### src/rtl/fifc_pkg.sv
// shared types and format codes for the float/integer format converter
package fifc_pkg;

   typedef enum logic [2:0] {
      FMT_U1  = 3'd0,
      FMT_I1  = 3'd1,
      FMT_U16 = 3'd2,
      FMT_I16 = 3'd3,
      FMT_U32 = 3'd4,
      FMT_I32 = 3'd5,
      FMT_F32 = 3'd6,
      FMT_BAD = 3'd7
   } fmt_type;

   localparam logic [1:0] STATUS_CONVERTED   = 2'd0;
   localparam logic [1:0] STATUS_COPIED      = 2'd1;
   localparam logic [1:0] STATUS_UNSUPPORTED = 2'd2;

   localparam logic [1:0] CSR_SOURCE_FORMAT = 2'd0;
   localparam logic [1:0] CSR_TARGET_FORMAT = 2'd1;

   localparam logic [7:0] EXP_BIAS = 8'd127;

   typedef struct packed {
      logic [31:0] element_in;
      logic        last_in;
   } req_type;

   typedef struct packed {
      logic [31:0] element_out;
      logic [1:0]  status;
      logic        saturated;
      logic        last_out;
   } rsp_type;

endpackage

### src/rtl/float_integer_format_converter_core.sv
// float32 <-> integer element converter, one item per cycle
//
//   channel | ports                              | direction
//   req     | req_start, req_busy, req_data      | in (busy out)
//   rsp     | rsp_strobe, rsp_data               | out
//   csr     | csr_write, csr_index, csr_data     | in
//
// an item is taken when req_start is high and req_busy is low; busy is always low
// the result appears on rsp_data with rsp_strobe after the input register and then
// the result register; a new item may enter every cycle
// reset clears the valid flags and sets the formats to float32 -> i32
// the receiver cannot stall: each result is shown for exactly one cycle
module float_integer_format_converter_core (
   input  logic                  clock,
   input  logic                  reset,
   input  logic                  req_start,
   output logic                  req_busy,
   input  fifc_pkg::req_type     req_data,
   output logic                  rsp_strobe,
   output fifc_pkg::rsp_type     rsp_data,
   input  logic                  csr_write,
   input  logic [1:0]            csr_index,
   input  logic [2:0]            csr_data
);

   // low bits of the bias, for the unbiased exponent in range 0..31
   localparam logic [4:0] EXP5 = 5'd31;

   fifc_pkg::fmt_type src_ff, tgt_ff;
   fifc_pkg::req_type req_ff;
   logic              req_vld_ff;
   fifc_pkg::rsp_type rsp_ff, rsp_in;
   logic              rsp_vld_ff;

   assign req_busy   = 1'b0;
   assign rsp_strobe = rsp_vld_ff;
   assign rsp_data   = rsp_ff;

   always_ff @(posedge clock) begin
      if (reset) begin
         src_ff     <= fifc_pkg::FMT_F32;
         tgt_ff     <= fifc_pkg::FMT_I32;
         req_vld_ff <= 1'b0;
         rsp_vld_ff <= 1'b0;
      end else begin
         if (csr_write) begin
            unique case (csr_index)
               fifc_pkg::CSR_SOURCE_FORMAT: src_ff <= fifc_pkg::fmt_type'(csr_data);
               fifc_pkg::CSR_TARGET_FORMAT: tgt_ff <= fifc_pkg::fmt_type'(csr_data);
               default: ;
            endcase
         end
         req_vld_ff <= req_start;
         rsp_vld_ff <= req_vld_ff;
      end
      req_ff <= req_data;
      rsp_ff <= rsp_in;
   end

   // float fields
   logic [31:0] x;
   logic        f_neg, f_nan, f_zero, f_big;
   logic [7:0]  f_exp;
   logic [23:0] f_man;
   logic [4:0]  f_e;
   logic [54:0] f_sh;
   logic [31:0] f_mag;
   logic [31:0] f2i_res;
   logic        f2i_sat;

   // integer to float
   logic        i_neg;
   logic [31:0] i_mag;
   logic [4:0]  i_p;
   logic [31:0] i_norm;
   logic [24:0] i_keep;
   logic        i_grd, i_stk;
   logic [7:0]  i_exp;
   logic [31:0] i2f_res;

   always_comb begin
      x      = req_ff.element_in;
      f_neg  = x[31];
      f_exp  = x[30:23];
      f_nan  = (f_exp == 8'hFF) && (x[22:0] != 23'd0);
      f_zero = (x[30:0] == 31'd0);
      f_man  = {1'b1, x[22:0]};
      f_big  = (f_exp >= 8'd159);
      f_e    = f_exp[4:0] - EXP5;
      f_sh   = {31'd0, f_man} << f_e;
      f_mag  = (f_exp < fifc_pkg::EXP_BIAS) ? 32'd0 : f_sh[54:23];
      f2i_res = 32'd0;
      f2i_sat = 1'b0;
      case (tgt_ff)
         fifc_pkg::FMT_U1: begin
            f2i_res = {31'd0, !f_zero};
            f2i_sat = f_nan;
         end
         fifc_pkg::FMT_I1: begin
            f2i_res = {31'd0, !f_nan && !f_neg && !f_zero};
            f2i_sat = f_nan;
         end
         fifc_pkg::FMT_U16: begin
            if (f_nan) f2i_sat = 1'b1;
            else if (f_neg) f2i_sat = (f_mag != 32'd0) || f_big;
            else if (f_big || f_mag[31:16] != 16'd0) begin
               f2i_sat = 1'b1; f2i_res = 32'h0000_FFFF;
            end else f2i_res = f_mag;
         end
         fifc_pkg::FMT_U32: begin
            if (f_nan) f2i_sat = 1'b1;
            else if (f_neg) f2i_sat = (f_mag != 32'd0) || f_big;
            else if (f_big) begin
               f2i_sat = 1'b1; f2i_res = 32'hFFFF_FFFF;
            end else f2i_res = f_mag;
         end
         fifc_pkg::FMT_I16: begin
            if (f_nan) f2i_sat = 1'b1;
            else if (f_neg) begin
               if (f_big || f_mag > 32'h0000_8000) begin
                  f2i_sat = 1'b1; f2i_res = 32'h0000_8000;
               end else f2i_res = {16'd0, 16'(32'd0 - f_mag)};
            end else if (f_big || f_mag > 32'h0000_7FFF) begin
               f2i_sat = 1'b1; f2i_res = 32'h0000_7FFF;
            end else f2i_res = f_mag;
         end
         fifc_pkg::FMT_I32: begin
            if (f_nan) f2i_sat = 1'b1;
            else if (f_neg) begin
               if (f_big || f_mag > 32'h8000_0000) begin
                  f2i_sat = 1'b1; f2i_res = 32'h8000_0000;
               end else f2i_res = 32'd0 - f_mag;
            end else if (f_big || f_mag > 32'h7FFF_FFFF) begin
               f2i_sat = 1'b1; f2i_res = 32'h7FFF_FFFF;
            end else f2i_res = f_mag;
         end
         default: ;
      endcase

      i_neg = 1'b0;
      i_mag = 32'd0;
      case (src_ff)
         fifc_pkg::FMT_U1:  i_mag = {31'd0, x[0]};
         fifc_pkg::FMT_I1: begin
            i_mag = 32'd1; i_neg = !x[0];
         end
         fifc_pkg::FMT_U16: i_mag = {16'd0, x[15:0]};
         fifc_pkg::FMT_I16: begin
            i_neg = x[15];
            i_mag = {16'd0, x[15] ? 16'(17'h10000 - {1'b0, x[15:0]}) : x[15:0]};
            if (x[15] && x[14:0] == 15'd0) i_mag = 32'h0000_8000;
         end
         fifc_pkg::FMT_U32: i_mag = x;
         default: begin
            i_neg = x[31];
            i_mag = x[31] ? 32'd0 - x : x;
         end
      endcase
      // leading one position
      i_p = 5'd0;
      for (int k = 0; k < 32; k++) begin
         if (i_mag[k]) i_p = 5'(k);
      end
      i_norm = i_mag << (5'd31 - i_p);
      i_grd  = i_norm[7];
      i_stk  = (i_norm[6:0] != 7'd0);
      i_keep = {1'b0, i_norm[31:8]} +
               25'(i_grd && (i_stk || i_norm[8]));
      i_exp  = fifc_pkg::EXP_BIAS + {3'd0, i_p} + {7'd0, i_keep[24]};
      if (i_mag == 32'd0) i2f_res = 32'd0;
      else i2f_res = {i_neg, i_exp,
                      i_keep[24] ? i_keep[23:1] : i_keep[22:0]};

      rsp_in.element_out = 32'd0;
      rsp_in.status      = fifc_pkg::STATUS_UNSUPPORTED;
      rsp_in.saturated   = 1'b0;
      rsp_in.last_out    = req_ff.last_in;
      if (src_ff == fifc_pkg::FMT_BAD || tgt_ff == fifc_pkg::FMT_BAD) begin
      end else if (src_ff == tgt_ff) begin
         rsp_in.status = fifc_pkg::STATUS_COPIED;
         if (src_ff == fifc_pkg::FMT_U1 || src_ff == fifc_pkg::FMT_I1)
            rsp_in.element_out = {31'd0, x[0]};
         else if (src_ff == fifc_pkg::FMT_U16 || src_ff == fifc_pkg::FMT_I16)
            rsp_in.element_out = {16'd0, x[15:0]};
         else
            rsp_in.element_out = x;
      end else if (src_ff == fifc_pkg::FMT_F32) begin
         rsp_in.status      = fifc_pkg::STATUS_CONVERTED;
         rsp_in.element_out = f2i_res;
         rsp_in.saturated   = f2i_sat;
      end else if (tgt_ff == fifc_pkg::FMT_F32) begin
         rsp_in.status      = fifc_pkg::STATUS_CONVERTED;
         rsp_in.element_out = i2f_res;
      end
   end

endmodule
### config.mk
export PLATFORM = sky130hd
export DESIGN_NAME = float_integer_format_converter_core
export DESIGN_NICKNAME = d
export VERILOG_FILES = /design/src/rtl/fifc_pkg.sv /design/src/rtl/float_integer_format_converter_core.sv
export SDC_FILE = /design/constraint.sdc
export NUM_CORES = 1
export LEC_CHECK = 0
export ABC_AREA = 1
export ABC_CLOCK_PERIOD_IN_PS = 7700
export BUFFER_PORTS_ARGS = -buffer_cell sky130_fd_sc_hd__buf_2
export CELL_PAD_IN_SITES_DETAIL_PLACEMENT = 1
export CELL_PAD_IN_SITES_GLOBAL_PLACEMENT = 1
export CORE_MARGIN = 5
export CORE_UTILIZATION = 35
export CTS_CLUSTER_DIAMETER = 40
export DETAILED_ROUTE_END_ITERATION = 10
export GPL_TIMING_DRIVEN = 1
export PLACE_DENSITY = 0.79
export SLEW_MARGIN = 30
export SYNTH_ARGS = -nofsm -noshare
export SYNTH_HDL_FRONTEND = slang
export SYNTH_SLANG_ARGS = --single-unit
### constraint.sdc
create_clock -name clock -period 7.7 [get_ports clock]
set_input_delay 1.155 -clock clock [delete_from_list [all_inputs] [get_ports clock]]
set_output_delay 1.155 -clock clock [all_outputs]
set_load 0.1 [all_outputs]
==> impl_metrics.json, run 1 <==
{
  "outcome": "complete, no violations",
  "viasPerCell": 5.795,
  "min_path_cells": 0,
  "synth_cells": 1973,
  "ys_ff_latch": 77,
  "h-tree-depth": 3,
  "cp_slowest_cell": "nor2_2",
  "dieArea_um2": 34170,
  "min_from": "req_ff[0]",
  "ctsRootBufferMaster": "clkbuf_16",
  "p_comb_frac": 0.604,
  "avgSynthCellArea_um2": 5.423,
  "syn_area_um2": 10700,
  "via_count": 13900,
  "arrival_ps": 7520,
  "gp_congestion": 1.041,
  "r2r_setup_slack_ps": 480,
  "met3_length_um": 4292,
  "yosys_warnings": 0,
  "synthTopCellsByCount": "nand2_1, nand3_1, inv_1",
  "cts.sinks": 77,
  "critPathLaunchType": "register",
  "rows": 64,
  "core_um2": 30350,
  "multi_input_area_um2": 7701,
  "wl_um": 52140,
  "clkPwrFrac": 0.191,
  "clock_latency_ps": 370,
  "fin_crit_ps": 7220,
  "worst_pin_slew_ps": 994.8,
  "p_int_mw": 1.037,
  "cts_hold_buffers": 0,
  "slew_viol_final": 0,
  "hold_path_end": "rsp_data[0]",
  "path_class": "register to register",
  "switching_share": 0.5631,
  "layout.nets": 2048,
  "synth_edf_count": 0,
  "syn2layout_area_growth_pct": 8.198,
  "grt_usage": 0.2978,
  "skew_ps": 15.27,
  "drtPass1Iterations": 5,
  "hold_viol": 0,
  "clockBufferDepth": 2,
  "grt_max_degree": 50,
  "rsz0062_at_grt": "false",
  "path_max_fanout": 49,
  "cap_violations": 0,
  "wl_met1_um": 22650,
  "synth.most_common_cell": "nand2_1",
  "peakVddDrop_uv": 176.6,
  "cts_buffers": 9,
  "reg2reg_from": "x[23]",
  "power.density_nw_per_um2": 205.1,
  "finalCritPeriodShare": 0.9376,
  "ioPinCount": 80,
  "place_hpwl_um": 42560,
  "crit_path_frequent_cell": "inv_2",
  "remaining_drc_errors": 0,
  "ant_nets": 0,
  "wire_per_inst_um": 21.74,
  "ys_seq_area_frac": 0.1441,
  "finalPower_mw": 2.374,
  "wl_met2_um": 23020,
  "finalSetupTns_ps": 0,
  "die_x_um": 184.8,
  "relSlewSlack": 0.3368,
  "timing.rr.end": "rsp_data[9]",
  "power.leakage_nw": 5.844,
  "p_sw_mw": 1.337,
  "fin_util": 0.3814,
  "p_seq_frac": 0.205,
  "routed.top_layer": "met4",
  "synth_area_leaders": "nand2_1, dfxtp_1, nand3_1",
  "synth_cell_types": 64,
  "grt_pass1_wl_um": 78840,
  "synth_top_area_cell": "nand2_1",
  "dr.first_iter.drc_count": 1274,
  "max_freq_mhz": 138.5,
  "ys.flop_type": "dfxtp_1",
  "ff_latch_area_um2": 1541,
  "worstPathRequired_ps": 8000,
  "die_y_um": 184.8,
  "r2r_cells": 35,
  "first_global_vias": 13720,
  "grt_overflow_total": 0,
  "numPortBuffers": 78,
  "finalSetupViolations": 0,
  "syn-num-nets": 2025,
  "holdCritPathClass": "register to register",
  "drive_above_1_share": 0.1054,
  "end_kind": "register",
  "clk_pin_slew_ps": 70,
  "start_util": 0.3525,
  "max_stage_delay_ps": 460,
  "fill_cells": 4306,
  "async_flop_share": 0,
  "synth.top_cell.area_share": 0.2087,
  "antenna_found_initial": 0,
  "cts_tree": "built"
}
## power by group through the flow
stage	Sequential [mW]	Combinational (mW)	Clock (mW)
final	0.486	1.43	0.455
after global routing	0.489	1.54	0.473
after CTS	0.484	1.41	0.458
after detailed placement	0.493	1.40	0
after global placement	0.491	1.38	0
after floorplan	0.714	0.797	0
## flip-flops by register name (all words and copies together) (netlist names)
name and flops:
tgt_ff 3, x 32, req_vld_ff 1, src_ff 3, rsp_data 36, rsp_strobe 1
req_ff 1
## what timing repair did
action                     CTS  global route
resized for setup            0             1
buffers inserted             0             0
setup endpoints to repair    0             1
## critical path, delay by kind of cell, from the launching register on
family / cells / cell delay [ps]
compound gates: 6 / 1260
fa+ha+maj: 1 / 290
buf+inv: 9 / 1510
flops: 1 / 330
simple gates: 19 / 3750
## metrics by stage
stage	instance area (µm²)	hold WS, ps	worst slack [ps]	cells
global route	11570	346.1	28.82	2397
floorplan	10700	309.6	2277	1973
CTS	11570	329.6	710.9	2396
detailed placement	11270	314.6	778.7	2380
finish	11580	326.0	480.2	2398
global placement	11260	312.1	800.1	2379
## worst max-delay path by stage
stage,startpoint,endpoint,slack (ps),cells past startpoint
CTS,x[23],rsp_data[9],710,35
finish,x[23],rsp_data[9],480,35
global route,src_ff[2],rsp_data[31],30,60
global placement,x[23],rsp_data[9],800,35
floorplan,x[0],rsp_data[31],2280,61
detailed placement,x[23],rsp_data[9],780,35
## placed cells by master, fill, tap and decap left out, drive strengths merged, types with 9 or more instances in the layout
cell / instances
o2111ai: 12
ha: 10
nand4: 25
mux2i: 12
xor2: 27
buf: 106
inv: 245
nand2: 617
a21oi: 61
dfxtp: 77
o211ai: 25
o21ai: 193
o221ai: 11
clkbuf: 10
nor3: 33
a22oi: 9
nand3: 252
nor2: 182
## layer usage
layer	up-vias	track usage
met2	577	0.4719
li1	6529	-
met1	6665	0.3907
met5	-	0
met3	125	0.07463
met4	0	0.1145
## final cells by class
type | count | share of cell area
Antenna cell | 1 | 0.0002162
Clock buffer | 10 | 0.01978
Clock inverter | 6 | 0.006053
Inverter | 250 | 0.08128
Multi-Input combinational cell | 1552 | 0.6653
Sequential cell | 77 | 0.1332
Tap cell | 396 | 0.04280
Timing Repair Buffer | 106 | 0.05145
## kinds of logic (layout without fill, tap and decap cells)
kind of cell	Yosys count	in the layout	synth area share
and+or+nand+nor	1137	1137	0.4699
AOI/OAI and AO/OA	357	357	0.1960
buffers and inverters	344	372	0.1367
DFF	77	77	0.1441
xor gates and xnor gates	35	35	0.03006
muxes	12	12	0.01123
adders and majority gates	10	10	0.01169
other	1	2	0.0003505
(Power assumes the default switching activity.)
==> run 2, diff against run 1 <==
--- a/config.mk
+++ b/config.mk
@@ -15,6 +15,7 @@
 export CTS_CLUSTER_DIAMETER = 40
 export DETAILED_ROUTE_END_ITERATION = 10
 export GPL_TIMING_DRIVEN = 1
+export MAX_ROUTING_LAYER = met4
 export PLACE_DENSITY = 0.79
 export SLEW_MARGIN = 30
 export SYNTH_ARGS = -nofsm -noshare
==> impl_metrics.json, run 2 (synthesis gave the netlist of run 1 again) <==
{
  "outcome": "complete, no violations",
  "skew_ps": 16.62,
  "start_util": 0.3525,
  "setup_ws_ps": 589.8,
  "cts_buffers": 9,
  "path_buf_inv": 8,
  "hold_slack_ps": 334.1,
  "final_cell_mix": "nand2_1, nand3_1, inv_1",
  "cts.sinks": 77,
  "critical_path_depth": 32,
  "wire_per_inst_um": 21.83,
  "ant_nets": 0,
  "critPathLaunch": "x[23]",
  "path_class": "register to register",
  "fin_crit_ps": 7110,
  "die_x_um": 184.8,
  "cts_tree": "built",
  "hold_viol": 0,
  "timing.critical_path.to": "rsp_data[22]",
  "r2r_cells": 32,
  "dr.first_iter.drc_count": 1261,
  "rows": 64,
  "fin_util": 0.3820,
  "ioPinCount": 80,
  "mostFrequentLayoutCell": "nand2_1",
  "dp_worst_setup_slack_ps": 622.2,
  "max_stage_delay_ps": 550,
  "wl_um": 52360,
  "grt_overflow_total": 0,
  "relSlewSlack": 0.3583,
  "grt_max_degree": 46,
  "cap_violations": 0,
  "finalCritPeriodShare": 0.9234,
  "worstPathRequired_ps": 8010,
  "reg2reg_from": "x[23]",
  "grt_usage": 0.3054,
  "critPathLaunchType": "register",
  "gp_congestion": 1.010,
  "path_delay_family": "simple AND/OR/NAND/NOR gates",
  "antenna_found_initial": 0,
  "layout.nets": 2049,
  "rsz0062_at_grt": "false",
  "slew_viol_final": 0,
  "syn2layout_area_growth_pct": 8.350,
  "clockBufferDepth": 2,
  "cp_slowest_cell": "inv_1",
  "holdCritPathClass": "register to register",
  "viasPerCell": 5.817,
  "end_kind": "register",
  "clock_latency_ps": 370,
  "grt_pass1_wl_um": 79340,
  "numPortBuffers": 78,
  "core_um2": 30350,
  "drive_above_1_share": 0.1074,
  "arrival_ps": 7420,
  "remaining_drc_errors": 0,
  "largest_reg_flops": 36,
  "dieArea_um2": 34170,
  "peakVddDrop_uv": 114.5,
  "r2r_setup_slack_ps": 590,
  "drtPass1Iterations": 7,
  "die_y_um": 184.8,
  "worst_pin_slew_ps": 962.6,
  "ctsRootBufferMaster": "clkbuf_16",
  "post-cts-setup-buffers": 0,
  "diodes": 0,
  "finalSetupTns_ps": 0,
  "clk_pin_slew_ps": 70,
  "finalSetupViolations": 0,
  "place_hpwl_um": 42460,
  "fill_cells": 4307,
  "h-tree-depth": 3,
  "min_from": "req_ff[0]",
  "crit_path_frequent_cell": "o21ai_0",
  "path_max_fanout": 22,
  "first_global_vias": 13550,
  "max_freq_mhz": 140.6,
  "power.density_nw_per_um2": 204.8,
  "timing.rr.end": "rsp_data[22]",
  "via_count": 13950,
  "power.leakage_nw": 5.857
}
run 2: cell count changes in the layout (fill, tap and decap cells not counted):
cell,change
a21oi_1,-1
a21oi_2,+1
buf_4,+1
clkbuf_1,-1
clkinv_1,-1
clkinv_4,+1
clkinvlp_4,-1
dfxtp_1,-1
dfxtp_2,+1
diode_2,-1
inv_2,+1
inv_8,+1
nand2_1,+1
nand2_2,-1
run 2: worst register-to-register path, delay by kind of cell (launching register included):
| kind | cells | cell delay [ps] |
|---|---|---|
| AND/OR/NAND/NOR | 15 | 2950 |
| buffers and inverters | 8 | 1560 |
| AO/OA/AOI/OAI | 8 | 1700 |
| adder cells (fa/ha/maj) | 1 | 340 |
| flip-flops | 1 | 520 |
run 2: repair_timing:
item | in CTS | in global routing
resized for setup | 0 | 1
hold buffers | 0 | 0
endpoints found under the setup margin | 0 | 1
run 2: worst min path at each step:
stage | end | cells after the start
after floorplan | rsp_data[0] | 0
after global placement | rsp_data[0] | 0
after detailed placement | rsp_data[0] | 0
after CTS | rsp_data[0] | 0
after global routing | rsp_data[0] | 0
final | rsp_data[0] | 0
run 2: metal layers:
metal,track usage,vias up,share of wire
li1,-,6525,-
met1,0.4160,6758,0.45
met2,0.4796,569,0.45
met3,0.03830,96,0.070
met4,0.08221,0,0.030
met5,-,-,0
run 2: final cells by class:
| class | instances | area, µm² | area share |
|---|---|---|---|
| inverter | 250 | 940.9 | 0.08117 |
| timing repair buffer | 107 | 603.1 | 0.05202 |
| clock buffer | 9 | 225.2 | 0.01943 |
| multi-input combinational | 1552 | 7702 | 0.6644 |
| sequential | 77 | 1543 | 0.1331 |
| clock inverter | 7 | 82.58 | 0.007124 |
| tap | 396 | 495.5 | 0.04274 |
run 2: through the flow:
stage                     cells  power (mW)  cell area, µm²
after global routing       2398       2.511           11590
after CTS                  2396       2.350           11580
after global placement     2380       1.866           11270
after detailed placement   2380       1.889           11270
final                      2398       2.374           11590
after floorplan            1973       1.511           10700
run 2: power by group:
part / internal, mW / switching (mW)
clock: 0.256 / 0.203
combinational: 0.342 / 1.09
sequential: 0.443 / 0.0428
total: 1.04 / 1.33
==> run 3, diff against run 2 <==
--- a/config.mk
+++ b/config.mk
@@ -6,7 +6,7 @@
 export NUM_CORES = 1
 export LEC_CHECK = 0
 export ABC_AREA = 1
-export ABC_CLOCK_PERIOD_IN_PS = 7700
+export ABC_CLOCK_PERIOD_IN_PS = 8310
 export BUFFER_PORTS_ARGS = -buffer_cell sky130_fd_sc_hd__buf_2
 export CELL_PAD_IN_SITES_DETAIL_PLACEMENT = 1
 export CELL_PAD_IN_SITES_GLOBAL_PLACEMENT = 1
@@ -16,7 +16,7 @@
 export DETAILED_ROUTE_END_ITERATION = 10
 export GPL_TIMING_DRIVEN = 1
 export MAX_ROUTING_LAYER = met4
-export PLACE_DENSITY = 0.79
+export PLACE_DENSITY = 0.72
 export SLEW_MARGIN = 30
 export SYNTH_ARGS = -nofsm -noshare
 export SYNTH_HDL_FRONTEND = slang
==> constraint.sdc (replaced) <==
create_clock -name clock -period 8.31 [get_ports clock]
set_input_delay 1.2465 -clock clock [delete_from_list [all_inputs] [get_ports clock]]
set_output_delay 1.2465 -clock clock [all_outputs]
set_load 0.1 [all_outputs]
==> impl_metrics.json, run 3 (synthesis gave the netlist of run 1 again) <==
{
  "crit_path_frequent_cell": "nand2_1",
  "cp_slowest_cell": "dfxtp_1",
  "peakVddDrop_uv": 89.79,
  "layout.nets": 2038,
  "r2r_setup_slack_ps": 830,
  "ioPinCount": 80,
  "dieArea_um2": 34170,
  "via_count": 13700,
  "grt_overflow_total": 0,
  "mostFrequentLayoutCell": "nand2_1",
  "holdCritPathClass": "register to register",
  "remaining_drc_errors": 0,
  "largest_reg_flops": 36,
  "clock_latency_ps": 370,
  "path_max_fanout": 40,
  "min_from": "req_ff[0]",
  "dp.cells": 2371,
  "relSlewSlack": 0.2992,
  "path_class": "register to register",
  "hold_viol": 0,
  "fill_cells": 4304,
  "max_freq_mhz": 133.7,
  "cap_violations": 0,
  "start_util": 0.3525,
  "min_path_cells": 0,
  "clk_pin_slew_ps": 80,
  "grt_pass1_wl_um": 78160,
  "viasPerCell": 5.737,
  "skew_ps": 13.22,
  "die_y_um": 184.8,
  "rsz0062_at_grt": "false",
  "timing.rr.end": "rsp_data[31]",
  "fin_crit_ps": 7479,
  "power.leakage_nw": 5.795,
  "antenna_found_initial": 0,
  "place_hpwl_um": 42200,
  "r2r_cells": 56,
  "grt_max_degree": 50,
  "gp_congestion": 0.9851,
  "outcome": "complete, no violations",
  "clockBufferDepth": 2,
  "ctsRootBufferMaster": "clkbuf_16",
  "drtPass1Iterations": 5,
  "die_x_um": 184.8,
  "dr.first_iter.drc_count": 1267,
  "hold_slack_ps": 327.5,
  "syn2layout_area_growth_pct": 7.449,
  "wl_um": 51630,
  "cts_hold_buffers": 0,
  "end_kind": "register",
  "slew_viol_final": 0,
  "final_cell_mix": "nand2_1, nand3_1, inv_1",
  "max_stage_delay_ps": 810,
  "cts.sinks": 77,
  "reg2reg_from": "x[15]",
  "wire_per_inst_um": 21.62,
  "fin_cells": 2388,
  "finalCritPeriodShare": 0.9001,
  "finalSetupTns_ps": 0,
  "worst_pin_slew_ps": 1051,
  "power.density_nw_per_um2": 188.1,
  "grt_usage": 0.3026,
  "drive_above_1_share": 0.1030,
  "cts_buffers": 9,
  "ant_nets": 0,
  "arrival_ps": 7740,
  "critPathLaunchType": "register",
  "h-tree-depth": 3,
  "rows": 64,
  "numPortBuffers": 78,
  "worstPathRequired_ps": 8570,
  "finalSetupViolations": 0,
  "hold_path_end": "rsp_data[0]",
  "cts_tree": "built",
  "first_global_vias": 13560,
  "core_um2": 30350
}
-- run 3: changes by cell type in the layout (fill, tap and decap cells not counted) --
cell / previous run / this run
nor2_2: 14 / 16
inv_6: 2 / 3
bufinv_16: 1 / 0
clkinvlp_4: 2 / 3
inv_8: 1 / 0
dfxtp_2: 1 / 0
buf_4: 27 / 18
diode_2: 0 / 1
nor2_1: 160 / 158
dfxtp_1: 76 / 77
buf_2: 80 / 78
-- run 3: worst max path at each step --
stage                   start            to  depth (start not counted)
finish                  x[15]  rsp_data[31]                         56
global route            x[15]  rsp_data[31]                         60
CTS                 src_ff[2]  rsp_data[31]                         56
detailed placement  src_ff[2]  rsp_data[31]                         56
global placement        x[15]  rsp_data[31]                         60
floorplan                x[0]  rsp_data[31]                         61
-- run 3: final cells by class --
class                           count  area, µm²  share of cell area
Inverter                          250      940.9             0.08185
Sequential cell                    77       1541              0.1341
Clock buffer                        9      225.2             0.01959
Tap cell                          396      495.5             0.04310
Multi-Input combinational cell   1552       7707              0.6704
Antenna cell                        1      2.502           0.0002177
Clock inverter                      7      57.56            0.005007
Timing Repair Buffer               96      525.5             0.04571
-- run 3: routing by layer --
layer	part of all wire	GRT usage	up-vias
met5	0	-	-
met4	0.031	0.08984	0
met3	0.073	0.04556	94
met2	0.44	0.4696	501
met1	0.45	0.4091	6607
li1	-	-	6497
-- run 3: through the flow --
step	area (µm²)	util	setup WS, ps	total power [mW]
6_report	11500	0.3788	830.5	2.163
3_5_place_dp	11210	0.3692	913.4	1.747
2_1_floorplan	10700	-	2887	1.400
5_1_grt	11490	0.3787	14.13	2.289
4_1_cts	11490	0.3785	849.5	2.142
3_3_place_gp	11200	0.3691	1143	1.731
-- run 3: timing repair --
action | 4_1_cts | 5_1_grt
setup buffers | 0 | 0
endpoints found under the setup margin | 0 | 2
resized for setup | 0 | 1
-- run 3: worst max-delay path: cells and delay by family (launching register included) --
family | cells | cell delay, ps
compound gates | 6 | 830
fa+ha+maj | 2 | 440
buf+inv | 3 | 610
flops | 1 | 810
simple gates | 45 | 4690
-- run 3: report_power, final --
part | switching (mW) | total (mW) | internal, mW
combinational | 1.00 | 1.31 | 0.311
sequential | 0.0412 | 0.452 | 0.411
clock | 0.190 | 0.397 | 0.206
